$ cat src/rtl/core/key_debounce_short_long_press_top_macros.svh
// ---------------------------------------------------------------------------
// Key debounce assertion macros
// Shared concurrent assertion forms, clocked on clk, quiet while in reset.
// ---------------------------------------------------------------------------
`ifndef KEY_DEBOUNCE_SHORT_LONG_PRESS_TOP_MACROS_SVH
`define KEY_DEBOUNCE_SHORT_LONG_PRESS_TOP_MACROS_SVH

// Same-cycle implication
`define KDSLP_ASSERT_IMP(lbl, ante, cons, msg) \
  lbl: assert property (@(posedge clk) disable iff (!rst_n) (ante) |-> (cons)) \
    else $error(msg);

// Next-cycle implication
`define KDSLP_ASSERT_NXT(lbl, ante, cons, msg) \
  lbl: assert property (@(posedge clk) disable iff (!rst_n) (ante) |=> (cons)) \
    else $error(msg);

`endif

$ cat src/rtl/core/kdslp_pkg.sv
// ---------------------------------------------------------------------------
// Key debounce package
// Types, register indexes and reset values shared by the key debounce block.
// ---------------------------------------------------------------------------
package kdslp_pkg;

  // Register file
  localparam int unsigned CFG_IDX_W  = 2;
  localparam int unsigned CFG_DATA_W = 16;
  localparam logic [CFG_IDX_W-1:0] CFG_IDX_DEBOUNCE   = 2'd0;
  localparam logic [CFG_IDX_W-1:0] CFG_IDX_LONG_PRESS = 2'd1;

  localparam logic [15:0] DEBOUNCE_RESET   = 16'd50;
  localparam logic [15:0] LONG_PRESS_RESET = 16'd1500;
  localparam logic [15:0] MS_MAX           = 16'hFFFF;

  // Reported key state codes
  localparam logic [1:0] KS_IDLE     = 2'd0;
  localparam logic [1:0] KS_DEBOUNCE = 2'd1;
  localparam logic [1:0] KS_HELD     = 2'd2;
  localparam logic [1:0] KS_LONG     = 2'd3;

  // Press phase, one-hot
  typedef enum logic [3:0] {
    PH_IDLE     = 4'b0001,
    PH_DEBOUNCE = 4'b0010,
    PH_HELD     = 4'b0100,
    PH_LONG     = 4'b1000
  } phase_t;

  typedef struct packed {
    logic [15:0] debounce_ms;
    logic [15:0] long_press_ms;
  } cfg_t;

  typedef struct packed {
    logic       short_press;
    logic       long_press;
    logic [1:0] key_state;
  } result_t;

  // Phase to reported code
  function automatic logic [1:0] phase_code(phase_t ph);
    logic [1:0] code;
    unique case (ph)
      PH_DEBOUNCE: code = KS_DEBOUNCE;
      PH_HELD:     code = KS_HELD;
      PH_LONG:     code = KS_LONG;
      default:     code = KS_IDLE;
    endcase
    return code;
  endfunction

endpackage

$ cat src/rtl/core/kdslp_chan_if.sv
// ---------------------------------------------------------------------------
// Key debounce channels
// Valid/ready channels for key samples and press results.
// ---------------------------------------------------------------------------
interface kdslp_in_if;
  logic valid;
  logic ready;
  logic key_level;

  modport source (output valid, output key_level, input ready);
  modport sink   (input valid, input key_level, output ready);
endinterface

interface kdslp_out_if;
  logic       valid;
  logic       ready;
  logic       short_press;
  logic       long_press;
  logic [1:0] key_state;

  modport source (output valid, output short_press, output long_press,
                  output key_state, input ready);
  modport sink   (input valid, input short_press, input long_press,
                  input key_state, output ready);
endinterface

$ cat src/rtl/core/kdslp_cfg_regs.sv
// ---------------------------------------------------------------------------
// Key debounce configuration registers
// Write-only timing registers; writes beyond the list are dropped.
// ---------------------------------------------------------------------------
module kdslp_cfg_regs (
  input  logic                                clk,
  input  logic                                rst_n,
  input  logic                                cfg_we,
  input  logic [kdslp_pkg::CFG_IDX_W-1:0]     cfg_index,
  input  logic [kdslp_pkg::CFG_DATA_W-1:0]    cfg_data,
  output kdslp_pkg::cfg_t                     cfg
);

  kdslp_pkg::cfg_t cfg_r;
  kdslp_pkg::cfg_t cfg_nxt;

  // Address decode
  always_comb begin
    cfg_nxt = cfg_r;
    if (cfg_we) begin
      unique case (cfg_index)
        kdslp_pkg::CFG_IDX_DEBOUNCE:   cfg_nxt.debounce_ms   = cfg_data;
        kdslp_pkg::CFG_IDX_LONG_PRESS: cfg_nxt.long_press_ms = cfg_data;
        default: ;
      endcase
    end
  end

  always_ff @(posedge clk) begin
    if (!rst_n) begin
      cfg_r.debounce_ms   <= kdslp_pkg::DEBOUNCE_RESET;
      cfg_r.long_press_ms <= kdslp_pkg::LONG_PRESS_RESET;
    end else begin
      cfg_r <= cfg_nxt;
    end
  end

  assign cfg = cfg_r;

endmodule

$ cat src/rtl/core/kdslp_in_stage.sv
// ---------------------------------------------------------------------------
// Key debounce input register
// Holds one key sample until the step logic takes it.
// ---------------------------------------------------------------------------
module kdslp_in_stage (
  input  logic clk,
  input  logic rst_n,
  input  logic in_valid,
  input  logic in_key,
  output logic in_ready,
  input  logic advance,
  output logic s1_valid,
  output logic s1_key
);

  logic s1_valid_r, s1_valid_nxt;
  logic s1_key_r;
  logic accept;

  // Free when empty or emptying this cycle
  assign in_ready = !s1_valid_r || advance;
  assign accept   = in_valid && in_ready;

  always_comb begin
    s1_valid_nxt = s1_valid_r;
    if (accept) begin
      s1_valid_nxt = 1'b1;
    end else if (advance) begin
      s1_valid_nxt = 1'b0;
    end
  end

  always_ff @(posedge clk) begin
    if (!rst_n) begin
      s1_valid_r <= 1'b0;
    end else begin
      s1_valid_r <= s1_valid_nxt;
    end
  end

  // Payload, no reset
  always_ff @(posedge clk) begin
    if (accept) begin
      s1_key_r <= in_key;
    end
  end

  assign s1_valid = s1_valid_r;
  assign s1_key   = s1_key_r;

endmodule

$ cat src/rtl/core/kdslp_step.sv
// ---------------------------------------------------------------------------
// Key debounce step logic
// Press phase machine and saturating ms counter, updated once per word.
// ---------------------------------------------------------------------------
module kdslp_step (
  input  logic                 clk,
  input  logic                 rst_n,
  input  kdslp_pkg::cfg_t      cfg,
  input  logic                 advance,
  input  logic                 key,
  output kdslp_pkg::result_t   result
);

  kdslp_pkg::phase_t phase_r, phase_nxt;
  logic [15:0]       elapsed_r, elapsed_nxt;
  logic [15:0]       elapsed_inc;
  logic              short_pulse, long_pulse;

  // Saturating tick count
  assign elapsed_inc = (elapsed_r == kdslp_pkg::MS_MAX) ? elapsed_r : elapsed_r + 16'd1;

  // Phase transitions
  always_comb begin
    phase_nxt   = phase_r;
    elapsed_nxt = elapsed_inc;
    short_pulse = 1'b0;
    long_pulse  = 1'b0;
    unique case (phase_r)
      kdslp_pkg::PH_IDLE: begin
        elapsed_nxt = elapsed_r;
        if (key) begin
          elapsed_nxt = '0;
          phase_nxt   = kdslp_pkg::PH_DEBOUNCE;
        end
      end
      kdslp_pkg::PH_DEBOUNCE: begin
        // key only looked at once the debounce time has passed
        if (elapsed_inc > cfg.debounce_ms) begin
          if (key) begin
            short_pulse = 1'b1;
            phase_nxt   = kdslp_pkg::PH_HELD;
          end else begin
            phase_nxt   = kdslp_pkg::PH_IDLE;
          end
        end
      end
      kdslp_pkg::PH_HELD: begin
        if (!key) begin
          phase_nxt  = kdslp_pkg::PH_IDLE;
        end else if (elapsed_inc > cfg.long_press_ms) begin
          long_pulse = 1'b1;
          phase_nxt  = kdslp_pkg::PH_LONG;
        end
      end
      kdslp_pkg::PH_LONG: begin
        if (!key) begin
          phase_nxt = kdslp_pkg::PH_IDLE;
        end
      end
      default: begin
        elapsed_nxt = elapsed_r;
        phase_nxt   = kdslp_pkg::PH_IDLE;
      end
    endcase
  end

  always_ff @(posedge clk) begin
    if (!rst_n) begin
      phase_r   <= kdslp_pkg::PH_IDLE;
      elapsed_r <= '0;
    end else if (advance) begin
      phase_r   <= phase_nxt;
      elapsed_r <= elapsed_nxt;
    end
  end

  assign result.short_press = short_pulse;
  assign result.long_press  = long_pulse;
  assign result.key_state   = kdslp_pkg::phase_code(phase_nxt);

endmodule

$ cat src/rtl/core/kdslp_out_stage.sv
// ---------------------------------------------------------------------------
// Key debounce result register
// Holds one result word until the sink takes it.
// ---------------------------------------------------------------------------
module kdslp_out_stage (
  input  logic               clk,
  input  logic               rst_n,
  input  logic               s1_valid,
  input  kdslp_pkg::result_t result,
  output logic               advance,
  input  logic               out_ready,
  output logic               out_valid,
  output kdslp_pkg::result_t out_result
);

  logic               out_valid_r, out_valid_nxt;
  kdslp_pkg::result_t out_result_r;
  logic               free;

  // Room when empty or the sink takes the word now
  assign free    = !out_valid_r || out_ready;
  assign advance = s1_valid && free;

  always_comb begin
    out_valid_nxt = out_valid_r;
    if (advance) begin
      out_valid_nxt = 1'b1;
    end else if (out_ready) begin
      out_valid_nxt = 1'b0;
    end
  end

  always_ff @(posedge clk) begin
    if (!rst_n) begin
      out_valid_r <= 1'b0;
    end else begin
      out_valid_r <= out_valid_nxt;
    end
  end

  always_ff @(posedge clk) begin
    if (advance) begin
      out_result_r <= result;
    end
  end

  assign out_valid  = out_valid_r;
  assign out_result = out_result_r;

endmodule

$ cat src/rtl/core/key_debounce_short_long_press_top.sv
// ---------------------------------------------------------------------------
// Key debounce with short and long press detection
// One key sample per ms tick in, one press result word out per sample.
// ---------------------------------------------------------------------------
//  channel   dir  handshake      payload
//  in_chan   in   valid/ready    key_level
//  out_chan  out  valid/ready    short_press, long_press, key_state[1:0]
//  cfg_*     in   cfg_we         cfg_index[1:0], cfg_data[15:0]
//
// One word per cycle while the sink is ready; a word passes the input
// and result registers, phase machine and ms counter updating as it moves.
// Reset (rst_n low, synchronous) clears both stages, the phase to idle, the
// counter to zero and the registers to 50 and 1500 ms.
// A stalled sink holds the result word; one more sample waits in the input
// register before in_chan.ready drops.
// ---------------------------------------------------------------------------
`include "key_debounce_short_long_press_top_macros.svh"

module key_debounce_short_long_press_top (
  input  logic                             clk,
  input  logic                             rst_n,
  kdslp_in_if.sink                         in_chan,
  kdslp_out_if.source                      out_chan,
  input  logic                             cfg_we,
  input  logic [kdslp_pkg::CFG_IDX_W-1:0]  cfg_index,
  input  logic [kdslp_pkg::CFG_DATA_W-1:0] cfg_data
);

  kdslp_pkg::cfg_t    cfg;
  kdslp_pkg::result_t result;
  kdslp_pkg::result_t out_result;
  logic               advance;
  logic               s1_valid;
  logic               s1_key;
  logic               in_ready;
  logic               out_valid;

  // Timing registers
  kdslp_cfg_regs u_cfg (
    .clk       (clk),
    .rst_n     (rst_n),
    .cfg_we    (cfg_we),
    .cfg_index (cfg_index),
    .cfg_data  (cfg_data),
    .cfg       (cfg)
  );

  // Input register
  kdslp_in_stage u_in (
    .clk      (clk),
    .rst_n    (rst_n),
    .in_valid (in_chan.valid),
    .in_key   (in_chan.key_level),
    .in_ready (in_ready),
    .advance  (advance),
    .s1_valid (s1_valid),
    .s1_key   (s1_key)
  );

  // Phase machine
  kdslp_step u_step (
    .clk     (clk),
    .rst_n   (rst_n),
    .cfg     (cfg),
    .advance (advance),
    .key     (s1_key),
    .result  (result)
  );

  // Result register
  kdslp_out_stage u_out (
    .clk        (clk),
    .rst_n      (rst_n),
    .s1_valid   (s1_valid),
    .result     (result),
    .advance    (advance),
    .out_ready  (out_chan.ready),
    .out_valid  (out_valid),
    .out_result (out_result)
  );

  assign in_chan.ready        = in_ready;
  assign out_chan.valid       = out_valid;
  assign out_chan.short_press = out_result.short_press;
  assign out_chan.long_press  = out_result.long_press;
  assign out_chan.key_state   = out_result.key_state;

  // Checks
  `KDSLP_ASSERT_IMP(a_one_pulse, out_valid,
    !(out_result.short_press && out_result.long_press),
    "short and long press in one word")
  `KDSLP_ASSERT_IMP(a_short_held, out_valid && out_result.short_press,
    out_result.key_state == kdslp_pkg::KS_HELD,
    "short press outside held state")
  `KDSLP_ASSERT_IMP(a_long_state, out_valid && out_result.long_press,
    out_result.key_state == kdslp_pkg::KS_LONG,
    "long press outside long held state")
  `KDSLP_ASSERT_IMP(a_full_stall, s1_valid && out_valid && !out_chan.ready,
    !in_ready && !advance,
    "word taken while both stages are full and stalled")

endmodule
$ cat src/flat_wrapper.sv
// flat-port wrapper written by rule: the top's interface ports become plain ports
module key_debounce_short_long_press_top_flat 
  (clk, rst_n, cfg_we, cfg_index, cfg_data, in_chan_valid, in_chan_key_level, in_chan_ready, out_chan_valid, out_chan_short_press, out_chan_long_press, out_chan_key_state, out_chan_ready);
  kdslp_in_if in_chan_i ();
  kdslp_out_if out_chan_i ();
  input  logic clk;
  input  logic rst_n;
  input  logic cfg_we;
  input  logic [kdslp_pkg::CFG_IDX_W-1:0] cfg_index;
  input  logic [kdslp_pkg::CFG_DATA_W-1:0] cfg_data;
  input wire logic [$bits(in_chan_i.valid)-1:0] in_chan_valid;
  input wire logic [$bits(in_chan_i.key_level)-1:0] in_chan_key_level;
  output wire logic [$bits(in_chan_i.ready)-1:0] in_chan_ready;
  output wire logic [$bits(out_chan_i.valid)-1:0] out_chan_valid;
  output wire logic [$bits(out_chan_i.short_press)-1:0] out_chan_short_press;
  output wire logic [$bits(out_chan_i.long_press)-1:0] out_chan_long_press;
  output wire logic [$bits(out_chan_i.key_state)-1:0] out_chan_key_state;
  input wire logic [$bits(out_chan_i.ready)-1:0] out_chan_ready;
  assign in_chan_i.valid = in_chan_valid;
  assign in_chan_i.key_level = in_chan_key_level;
  assign in_chan_ready = in_chan_i.ready;
  assign out_chan_valid = out_chan_i.valid;
  assign out_chan_short_press = out_chan_i.short_press;
  assign out_chan_long_press = out_chan_i.long_press;
  assign out_chan_key_state = out_chan_i.key_state;
  assign out_chan_i.ready = out_chan_ready;
  key_debounce_short_long_press_top u_core (.clk(clk), .rst_n(rst_n), .in_chan(in_chan_i), .out_chan(out_chan_i), .cfg_we(cfg_we), .cfg_index(cfg_index), .cfg_data(cfg_data));
endmodule
$ cat config.mk
export PLATFORM = sky130hd
export DESIGN_NAME = key_debounce_short_long_press_top_flat
export DESIGN_NICKNAME = d
export VERILOG_FILES = /design/src/rtl/core/kdslp_pkg.sv /design/src/rtl/core/kdslp_chan_if.sv /design/src/rtl/core/kdslp_cfg_regs.sv /design/src/rtl/core/kdslp_in_stage.sv /design/src/rtl/core/kdslp_step.sv /design/src/rtl/core/kdslp_out_stage.sv /design/src/rtl/core/key_debounce_short_long_press_top.sv /design/src/flat_wrapper.sv
export VERILOG_INCLUDE_DIRS = /design/src /design/src/rtl/core
export SDC_FILE = /design/constraint.sdc
export NUM_CORES = 1
export LEC_CHECK = 0
export CAP_MARGIN = 25
export CORE_MARGIN = 3
export CORE_UTILIZATION = 39
export CTS_BUF_LIST = sky130_fd_sc_hd__clkbuf_4 sky130_fd_sc_hd__clkbuf_8
export CTS_CLUSTER_DIAMETER = 150
export CTS_CLUSTER_SIZE = 24
export DETAILED_ROUTE_END_ITERATION = 10
export DONT_BUFFER_PORTS = 1
export GPL_ROUTABILITY_DRIVEN = 0
export PLACE_DENSITY = 0.49
export SYNTH_ARGS = -nofsm -noshare
export SYNTH_HDL_FRONTEND = slang
export SYNTH_SLANG_ARGS = --single-unit
$ cat constraint.sdc
create_clock -name clk -period 4.5 [get_ports clk]
set_input_delay 0.675 -clock clk [delete_from_list [all_inputs] [get_ports clk]]
set_output_delay 0.675 -clock clk [all_outputs]
set_load 0.005 [all_outputs]
==> impl_metrics.csv, run 1 <==
group,metric,value,unit
setup_path,slowest_delay,0.48,ns
power_and_ir_drop,seq_power_share,0.451,
setup_path,cp-start-kind,"register",
yosys,synth_edf_count,5,
setup_path,path_max_fanout,9,
yosys,postSynthCellCount,431,
clocking,cts_sinks,59,
yosys,synth_area,0.00354,sq mm
yosys,synthArstFlopShare,0,
floorplanning,io_pins,30,
timing,setup_viol,0,
floorplanning,die_w,101,um
floorplanning,core_region_area,0.00876,sq mm
floorplanning,die_h,101,um
yosys,netlist-cell-type-count,59,
run,max_cap_violations,0,
yosys,synth_top_cell_area_share,0.306,
final_layout,final_cell_mix,"nand2_1, dfxtp_1, a21oi_1",
timing,fin_crit,3.92,ns
clocking,cts_resized,0,
timing,rsz0062_at_grt,"no",
power_and_ir_drop,p_sw_frac,0.220,
place,dpl_worst_slack,0.555,ns
timing,hold_viol,0,
place,numPortBuffers,0,
route,wire_per_inst,16.3,um
yosys,synth_top_area_cell,"dfxtp_1",
place,dp_hpwl,6.50,mm
timing,max-slew-margin-rel,0.442,
final_layout,nets,483,
clocking,clkTransAtPathRegs,0.07,ns
floorplanning,die_area,0.0102,sq mm
timing,worstMarginPinSlew,0.838,ns
power_and_ir_drop,p_clk_frac,0.492,
run_status,status,"finished, final reports clean",
clocking,postCtsSetupRepairBufs,0,
route,drc,0,
power_and_ir_drop,combinationalPowerShare,0.057,
route,first_pass_iters,4,
setup_path,arrival,4.01,ns
route,wirelength,8.81,mm
floorplanning,start_util,0.404,
timing,timing.fmax,0.255,GHz
yosys,synth_flop_cell,"dfxtp_1",
timing,setup_slack,0.577,ns
clocking,clk_path_buf_depth,2,
setup_path,crit_buf_inv,0,
global_routing,grt_start_max_net_pins,24,
final_layout,drive_gt1_frac,0.0785,
final_layout,area_growth,8.45,%
route,vias_per_cell,5.44,
setup_path,critical-path-top-delay-family,"simple AND/OR/NAND/NOR gates",
route,drtAntennaViolNets,0,
final_layout,layout_commonest_cell,"nand2_1",
clocking,postCtsHoldBufs,0,
setup_path,cpMaxStageDelayCell,"nor4_1",
clocking,root_buffer,"clkbuf_8",
hold_path,hold_path.class,"input pin to register",
timing,tns,0,ns
global_routing,first_global_vias,2858,
power_and_ir_drop,peakVddDrop,0.207,mV
power_and_ir_drop,p_leak,1.54,nW
timing,slew_viol_final,0,
global_routing,track_usage,0.184,
route,drtIter0Drc,232,
clocking,cts_made_buffers,9,
timing,whs,0.423,ns
global_routing,grt_overflow,0,
timing,fin_crit_sh,0.872,
setup_path,path_cells,"ha_1 -> and3_2 -> and4_4 -> nor4_4 -> nand4_1 -> xnor2_1 -> ha_1 -> nand4_1 -> nor4_1 -> nand3_1 -> o32ai_1 -> nor3_1 -> or3_1",
global_routing,grt_pass1_wl,14.5,mm
clocking,clk-insertion-delay-late,0.34,ns
timing,finalClockSkew,0.00527,ns
yosys,synth_seq_area_share,0.348,
yosys,synth_nets,486,
clocking,h-tree-depth,3,
power_and_ir_drop,netSwitchingPower,0.269,mW
setup_path,worst-setup-path-type,"register to register",
power_and_ir_drop,powerDensity,320,mW/mm^2
clocking,cts_tree,"yes",
setup_path,critPathRequiredTime,4.58,ns
yosys,syn_avg_cell_area,8.21,sq um
power_and_ir_drop,intPower,0.957,mW
setup_path,worstSetupEndpointType,"register",
yosys,synth_area_leaders,"dfxtp_1, ha_1, nand2_1",
floorplanning,rows,34,
final_layout,num_antenna_cells,0,
yosys,yosys_warnings,0,
global_routing,antenna_found_initial,0,
route,vias,2945,
yosys,ys_ff_latch,59,
[metal layers]
metal,part of all wire,vias up,global-route usage
li1,-,1513,-
met1,0.47,1359,0.238
met2,0.46,64,0.292
met3,0.058,9,0.0599
met4,0.011,0,0.0532
met5,0,-,0
[cells in the mapped netlist (9+ instances only)]
master	instances
clkbuf_1	11
or3_1	10
nor2_1	22
nand2_1	76
o211ai_1	11
a21oi_1	40
ha_1	31
xnor2_1	11
nand3_1	9
inv_1	35
dfxtp_1	54
[path summary, 6_finish.rpt]
| path | slack [ns] | start | depth (start not counted) | to |
|---|---|---|---|---|
| setup / recovery | 0.58 | u_core.u_step.elapsed_r[0] | 13 | u_core.u_out.out_result[0] |
| hold / removal | 0.42 | rst_n | 1 | u_core.u_cfg.cfg[8] |
| setup reg to reg | 0.58 | u_core.u_step.elapsed_r[0] | 13 | u_core.u_out.out_result[0] |
| hold reg to reg | 0.45 | u_core.u_cfg.cfg[1] | 2 | u_core.u_cfg.cfg[1] |
[kinds of logic after synthesis]
group / count (synthesis) / synth area share
simple gates: 170 / 0.243
compound gates: 99 / 0.180
flops: 59 / 0.348
buf+inv: 53 / 0.0711
fa+ha+maj: 31 / 0.110
xor+xnor: 18 / 0.0446
mux: 1 / 0.00318
[flip-flops by register name (all words and copies together), names as in the netlist]
| signal | count |
|---|---|
| u_core.u_in.s1_key | 1 |
| u_core.u_in.s1_valid | 1 |
| u_core.u_step.phase_r | 4 |
| u_core.u_out.out_valid | 1 |
| u_core.u_step.elapsed_r | 16 |
| u_core.u_out.out_result | 4 |
| u_core.u_cfg.cfg | 32 |
[power by group through the flow]
stage	clock (mW)	sequential (mW)	combinational, mW
after floorplan	0	0.562	0.0585
after global placement	0	0.565	0.0689
after detailed placement	0	0.565	0.0704
after CTS	0.618	0.553	0.0708
after global routing	0.649	0.555	0.0798
final	0.603	0.554	0.0698
[cell type report]
type                            count  area [sq um]
Clock buffer                       11           145
Tap cell                          108           135
Sequential cell                    59          1230
Inverter                           35           131
Timing Repair Buffer                4          33.8
Fill cell                         878          4930
Clock inverter                      5           100
Multi-Input combinational cell    319          2060
[through the flow]
| stage | cell area [sq um] | util | power [mW] | instances |
|---|---|---|---|---|
| 2_1_floorplan | 3540 | - | 0.620 | 431 |
| 3_3_place_gp | 3580 | 0.408 | 0.634 | 524 |
| 3_5_place_dp | 3590 | 0.410 | 0.636 | 525 |
| 4_1_cts | 3840 | 0.438 | 1.24 | 541 |
| 5_1_grt | 3840 | 0.438 | 1.28 | 541 |
| 6_report | 3840 | 0.438 | 1.23 | 541 |
[worst reg2reg max path, cell delays in order, from the launching register on]
cell and delay (ns):
dfxtp_1 0.39, ha_1 0.26, and3_2 0.23, and4_4 0.21
nor4_4 0.33, nand4_1 0.21, xnor2_1 0.19, ha_1 0.33
nand4_1 0.17, nor4_1 0.48, nand3_1 0.13, o32ai_1 0.24
nor3_1 0.12, or3_1 0.37
Power figures use the tool's default switching activity.
==> run 2, diff against run 1 <==
PLACE_DENSITY = default   (was 0.49)
PLACE_DENSITY_LB_ADDON = 0.15   (was default)
==> run 2 against run 1 <==
Global-route usage decreased by 0.83 points. Final cell count decreased by 0.37%. Sequential share of layout area increased by 0.35 points. Die area unchanged. Combinational power increased by 0.7%. Flip-flop and latch count unchanged. Largest power group is now sequential cells.
==> impl_metrics.csv, run 2 (synthesized netlist as in run 1, its figures left out) <==
group,metric,value,unit
place,dp_hpwl,6.37,mm
final_layout,layout_commonest_cell,"nand2_1",
clocking,clkTransAtPathRegs,0.06,ns
final_layout,final_cells,539,
final_layout,utilization,0.433,
route,drc,0,
place,dp.cells,525,
timing,tns,0,ns
floorplanning,die_h,101,um
timing,worstMarginPinSlew,0.882,ns
route,first_pass_iters,4,
final_layout,area_growth,7.29,%
clocking,cts_tree,"yes",
timing,rsz0062_at_grt,"no",
power_and_ir_drop,intPower,0.864,mW
timing,fin_crit,3.89,ns
final_layout,num_antenna_cells,0,
power_and_ir_drop,p_sw_frac,0.234,
timing,hold_viol,0,
power_and_ir_drop,combinationalPowerShare,0.062,
clocking,postCtsHoldBufs,0,
clocking,clk-insertion-delay-late,0.34,ns
clocking,cts_made_buffers,9,
timing,finalClockSkew,0.0106,ns
global_routing,grt_start_max_net_pins,24,
timing,fin_crit_sh,0.864,
setup_path,worst-setup-path-type,"register to register",
floorplanning,die_area,0.0102,sq mm
final_layout,largest_register_ffs,32,
floorplanning,die_w,101,um
route,wire_per_inst,15.9,um
setup_path,slowest_delay,0.49,ns
clocking,postCtsSetupRepairBufs,0,
floorplanning,core_region_area,0.00876,sq mm
setup_path,critPathRequiredTime,4.59,ns
power_and_ir_drop,powerDensity,297,mW/mm^2
place,numPortBuffers,0,
run_status,status,"finished, final reports clean",
clocking,clk_path_buf_depth,2,
power_and_ir_drop,p_leak,1.52,nW
setup_path,cpMaxStageDelayCell,"nor4_1",
global_routing,grt_pass1_wl,14.0,mm
power_and_ir_drop,peakVddDrop,0.151,mV
timing,slew_viol_final,0,
final_layout,final_cell_mix,"nand2_1, dfxtp_1, a21oi_1",
route,drtAntennaViolNets,0,
floorplanning,io_pins,30,
route,wirelength,8.55,mm
power_and_ir_drop,p_clk_frac,0.447,
setup_path,arrival,3.98,ns
route,vias_per_cell,5.49,
clocking,cts_resized,0,
clocking,h-tree-depth,3,
global_routing,track_usage,0.175,
final_layout,nets,483,
hold_path,hold_path.class,"input pin to register",
power_and_ir_drop,seq_power_share,0.491,
final_layout,drive_gt1_frac,0.0742,
power_and_ir_drop,netSwitchingPower,0.264,mW
setup_path,worstSetupEndpointType,"register",
route,drtIter0Drc,170,
timing,timing.fmax,0.257,GHz
timing,setup_viol,0,
setup_path,path_max_fanout,9,
floorplanning,rows,34,
global_routing,antenna_found_initial,0,
power_and_ir_drop,p_total,1.13,mW
run,max_cap_violations,0,
clocking,root_buffer,"clkbuf_8",
setup_path,cp-start-kind,"register",
timing,max-slew-margin-rel,0.412,
route,vias,2961,
setup_path,path_cells,"ha_1 -> and3_2 -> and4_4 -> nor4_4 -> nand4_1 -> xnor2_1 -> ha_1 -> nand4_1 -> nor4_1 -> nand3_1 -> o32ai_1 -> nor3_1 -> or3_1",
floorplanning,start_util,0.404,
global_routing,first_global_vias,2791,
clocking,cts_sinks,59,
global_routing,grt_overflow,0,
==> run 2: metrics by stage <==
step	setup slack (ns)	cell area, sq um	hold slack, ns
floorplan	1.01	3540	0.434
global placement	0.719	3570	0.444
detailed placement	0.621	3590	0.450
CTS	0.609	3790	0.406
global route	0.222	3790	0.404
finish	0.613	3790	0.429
==> run 2: power by group through the flow <==
stage | Clock (mW) | Combinational, mW | Sequential, mW
6_report | 0.504 | 0.0703 | 0.554
3_5_place_dp | 0 | 0.0701 | 0.566
2_1_floorplan | 0 | 0.0585 | 0.562
3_3_place_gp | 0 | 0.0676 | 0.565
5_1_grt | 0.542 | 0.0807 | 0.555
4_1_cts | 0.520 | 0.0707 | 0.554
==> run 2: worst max-delay path, delay by kind of cell (launching register included) <==
family                     cells  cell delay (ns)
AOI/OAI and AO/OA              1             0.23
xor gates and xnor gates       1             0.19
adders and majority gates      2             0.58
DFF                            1             0.38
and+or+nand+nor                9             2.26
==> run 2: final cells by class <==
type                    instances  area, sq um
clock buffers                  12          165
clock inverters                 2         35.0
fillers                       903         4970
inverters                      35          131
multi-input cells             319         2060
flip-flops and latches         59         1230
well taps                     108          135
repair buffers                  4         37.5
==> run 2: final timing paths <==
path                                                 start                         end  slack (ns)  cells after the start
worst max-delay path            u_core.u_step.elapsed_r[0]  u_core.u_out.out_result[0]        0.61                     13
worst min-delay path                     in_chan_key_level          u_core.u_in.s1_key        0.43                      0
worst max register to register  u_core.u_step.elapsed_r[0]  u_core.u_out.out_result[0]        0.61                     13
worst min register to register        u_core.u_cfg.cfg[13]        u_core.u_cfg.cfg[13]        0.46                      2
==> run 2: per-layer routing <==
layer,share of wire,track usage
met3,0.040,0.0461
met4,0.011,0.0501
met2,0.49,0.292
met5,0,0
met1,0.46,0.223
==> run 3, diff against run 2 <==
ABC_AREA = 1   (was default)
CAP_MARGIN = 20   (was 25)
SETUP_SLACK_MARGIN = 0.02   (was default)
==> run 3 against run 2 <==
Global-route usage decreased by 1.9 points. Area after synthesis decreased by 2.4%. Count of clock-buffer cells in the layout decreased by 3. Register-to-register slack improved by 0.63 ns. Clock skew increased by 0.0059 ns. Worst hold slack got worse by 0.0020 ns. Critical path type unchanged. Critical endpoint is now u_core.u_out.out_result[1]. Largest power group unchanged.
==> impl_metrics.csv, run 3 <==
group,metric,value,unit
yosys,synth_top_cell_area_share,0.313,
route,vias,2758,
timing,slew_viol_final,0,
route,drc,0,
yosys,syn_avg_cell_area,7.53,sq um
setup_path,slowest_delay,0.40,ns
yosys,synth_area_leaders,"dfxtp_1, ha_1, nand2_1",
final_layout,drive_gt1_frac,0.110,
clocking,cts_resized,0,
timing,fin_crit_sh,0.723,
yosys,synth_area,0.00345,sq mm
power_and_ir_drop,p_leak,1.84,nW
clocking,clk_path_buf_depth,2,
clocking,postCtsSetupRepairBufs,0,
final_layout,num_antenna_cells,0,
route,wire_per_inst,12.7,um
yosys,yosys.area_share.simple,0.242,
run,max_cap_violations,0,
setup_path,r2r_cells,20,
final_layout,area_growth,8.41,%
clocking,clk-insertion-delay-late,0.35,ns
yosys,netlist-cell-type-count,39,
yosys,synth_edf_count,5,
floorplanning,io_pins,30,
timing,hold_viol,0,
clocking,postCtsHoldBufs,0,
place,numPortBuffers,0,
yosys,synthXorXnorAreaFrac,0.0370,
run_status,status,"finished, final reports clean",
yosys,synth_compound_area_frac,0.160,
place,dp_hpwl,5.47,mm
final_layout,largest_register_ffs,32,
clocking,clkTransAtPathRegs,0.08,ns
timing,timing.fmax,0.307,GHz
floorplanning,die_h,100,um
power_and_ir_drop,peakVddDrop,0.119,mV
setup_path,path_cells,"ha_1 -> nand2_1 -> inv_2 -> nand2_4 -> nor3_2 -> nand2_1 -> nor2_1 -> nand3_1 -> xnor2_2 -> ha_1 -> nand2_1 -> nor2_1 -> nand2_1 -> nor2_1 -> and3_1 -> nand3_1 -> nand3_1 -> o21ai_1 -> inv_1 -> nand3_1",
yosys,postSynthCellCount,458,
yosys,yosysMostFrequentCell,"nand2_1",
place,dp.cells,553,
power_and_ir_drop,powerDensity,302,mW/mm^2
global_routing,grt_overflow,0,
clocking,cts_sinks,59,
route,wirelength,7.25,mm
timing,finalClockSkew,0.0166,ns
timing,rsz0062_at_grt,"no",
setup_path,cpMaxStageDelayCell,"dfxtp_1",
final_layout,utilization,0.444,
final_layout,final_cell_mix,"nand2_1, inv_1, dfxtp_1",
route,drtAntennaViolNets,0,
final_layout,layout_commonest_cell,"nand2_1",
hold_path,holdPathStages,1,
setup_path,r2r_slack,1.25,ns
route,drtIter0Drc,90,
floorplanning,rows,33,
timing,tns,0,ns
setup_path,worstSetupEndpointType,"register",
final_layout,nets,514,
hold_path,hold_path.class,"input pin to register",
yosys,synth_top_family_by_area,"simple AND/OR/NAND/NOR gates",
setup_path,reg2reg_from,"u_core.u_step.elapsed_r[0]",
global_routing,first_global_vias,2677,
clocking,h-tree-depth,3,
global_routing,grt_start_max_net_pins,34,
timing,fin_crit,3.25,ns
route,first_pass_iters,4,
setup_path,reg2reg_to,"u_core.u_out.out_result[1]",
clocking,root_buffer,"clkbuf_8",
yosys,synthTopCellsByCount,"nand2_1, inv_1, dfxtp_1",
final_layout,final_cells,569,
clocking,cts_tree,"yes",
hold_path,hold_start,"rst_n",
floorplanning,start_util,0.410,
setup_path,path_max_fanout,5,
yosys,synth_seq_area_share,0.357,
yosys,synth_mux_area_frac,0,
yosys,synth_fa_ha_area_frac,0.112,
hold_path,min_to,"u_core.u_cfg.cfg[8]",
setup_path,cp-start-kind,"register",
global_routing,track_usage,0.157,
timing,setup_viol,0,
route,vias_per_cell,4.85,
setup_path,arrival,3.33,ns
yosys,ys_ff_latch,59,
clocking,cts_made_buffers,9,
timing,worstMarginPinSlew,0.804,ns
setup_path,worst-setup-path-type,"register to register",
floorplanning,core_region_area,0.00842,sq mm
floorplanning,die_w,100,um
timing,max-slew-margin-rel,0.462,
global_routing,grt_pass1_wl,12.4,mm
yosys,synth_nets,513,
yosys,yosys_warnings,0,
yosys,synth_top_area_cell,"dfxtp_1",
global_routing,antenna_found_initial,0,
yosys,synth_flop_cell,"dfxtp_1",
yosys,synthArstFlopShare,0,
setup_path,critPathRequiredTime,4.58,ns
floorplanning,die_area,0.0100,sq mm
==> run 3: where the power goes <==
| part | total [mW] | internal [mW] | leakage [nW] | switching (mW) |
|---|---|---|---|---|
| Clock | 0.493 | 0.259 | 0.0998 | 0.233 |
| Combinational | 0.0797 | 0.0269 | 1.25 | 0.0527 |
| Sequential | 0.558 | 0.550 | 0.488 | 0.00829 |
| Total | 1.13 | 0.836 | 1.84 | 0.294 |
==> run 3: kinds of logic after synthesis <==
family                     after synthesis
and+or+nand+nor                        176
AOI/OAI and AO/OA                       98
buffers and inverters                   82
DFF                                     59
adders and majority gates               31
xor gates and xnor gates                12
==> run 3: routing by layer <==
layer  routed length, um  up-vias  GRT usage
li1                    -     1496          -
met1                3600     1219      0.199
met2                3300       34      0.262
met3                 238        9     0.0368
met4                 115        0     0.0528
met5                   0        -          0
==> run 3: area by class of cell <==
class,count,area (sq um)
fillers,896,4680
well taps,105,131
flip-flops and latches,59,1230
clock buffers,9,124
multi-input cells,317,1900
repair buffers,1,7.51
clock inverters,7,77.6
inverters,71,267
==> run 3: critical path: cells and delay by family (launching register included) <==
kind / cells / cell delay, ns
compound gates: 1 / 0.11
fa+ha+maj: 2 / 0.47
simple gates: 14 / 1.68
xor+xnor: 1 / 0.18
buf+inv: 2 / 0.15
flops: 1 / 0.40
==> run 3: worst max-delay path by stage <==
stage / startpoint / end / slack, ns / depth (start not counted)
floorplan: u_core.u_step.elapsed_r[0] / u_core.u_out.out_result[0] / 1.68 / 20
global placement: u_core.u_step.elapsed_r[0] / u_core.u_out.out_result[0] / 1.38 / 20
detailed placement: u_core.u_step.elapsed_r[0] / u_core.u_out.out_result[1] / 1.26 / 20
CTS: u_core.u_step.elapsed_r[0] / u_core.u_out.out_result[1] / 1.23 / 20
global route: u_core.u_step.elapsed_r[0] / u_core.u_out.out_result[1] / 0.94 / 20
finish: u_core.u_step.elapsed_r[0] / u_core.u_out.out_result[1] / 1.25 / 20
==> run 3: per-stage QoR <==
step                hold slack, ns  instance area, sq um  power (mW)  setup WS, ns
floorplan                    0.435                  3450       0.635          1.68
global placement             0.449                  3540       0.650          1.38
detailed placement           0.453                  3540       0.651          1.26
CTS                          0.411                  3740        1.15          1.23
global route                 0.410                  3740        1.19         0.936
finish                       0.427                  3740        1.13          1.25
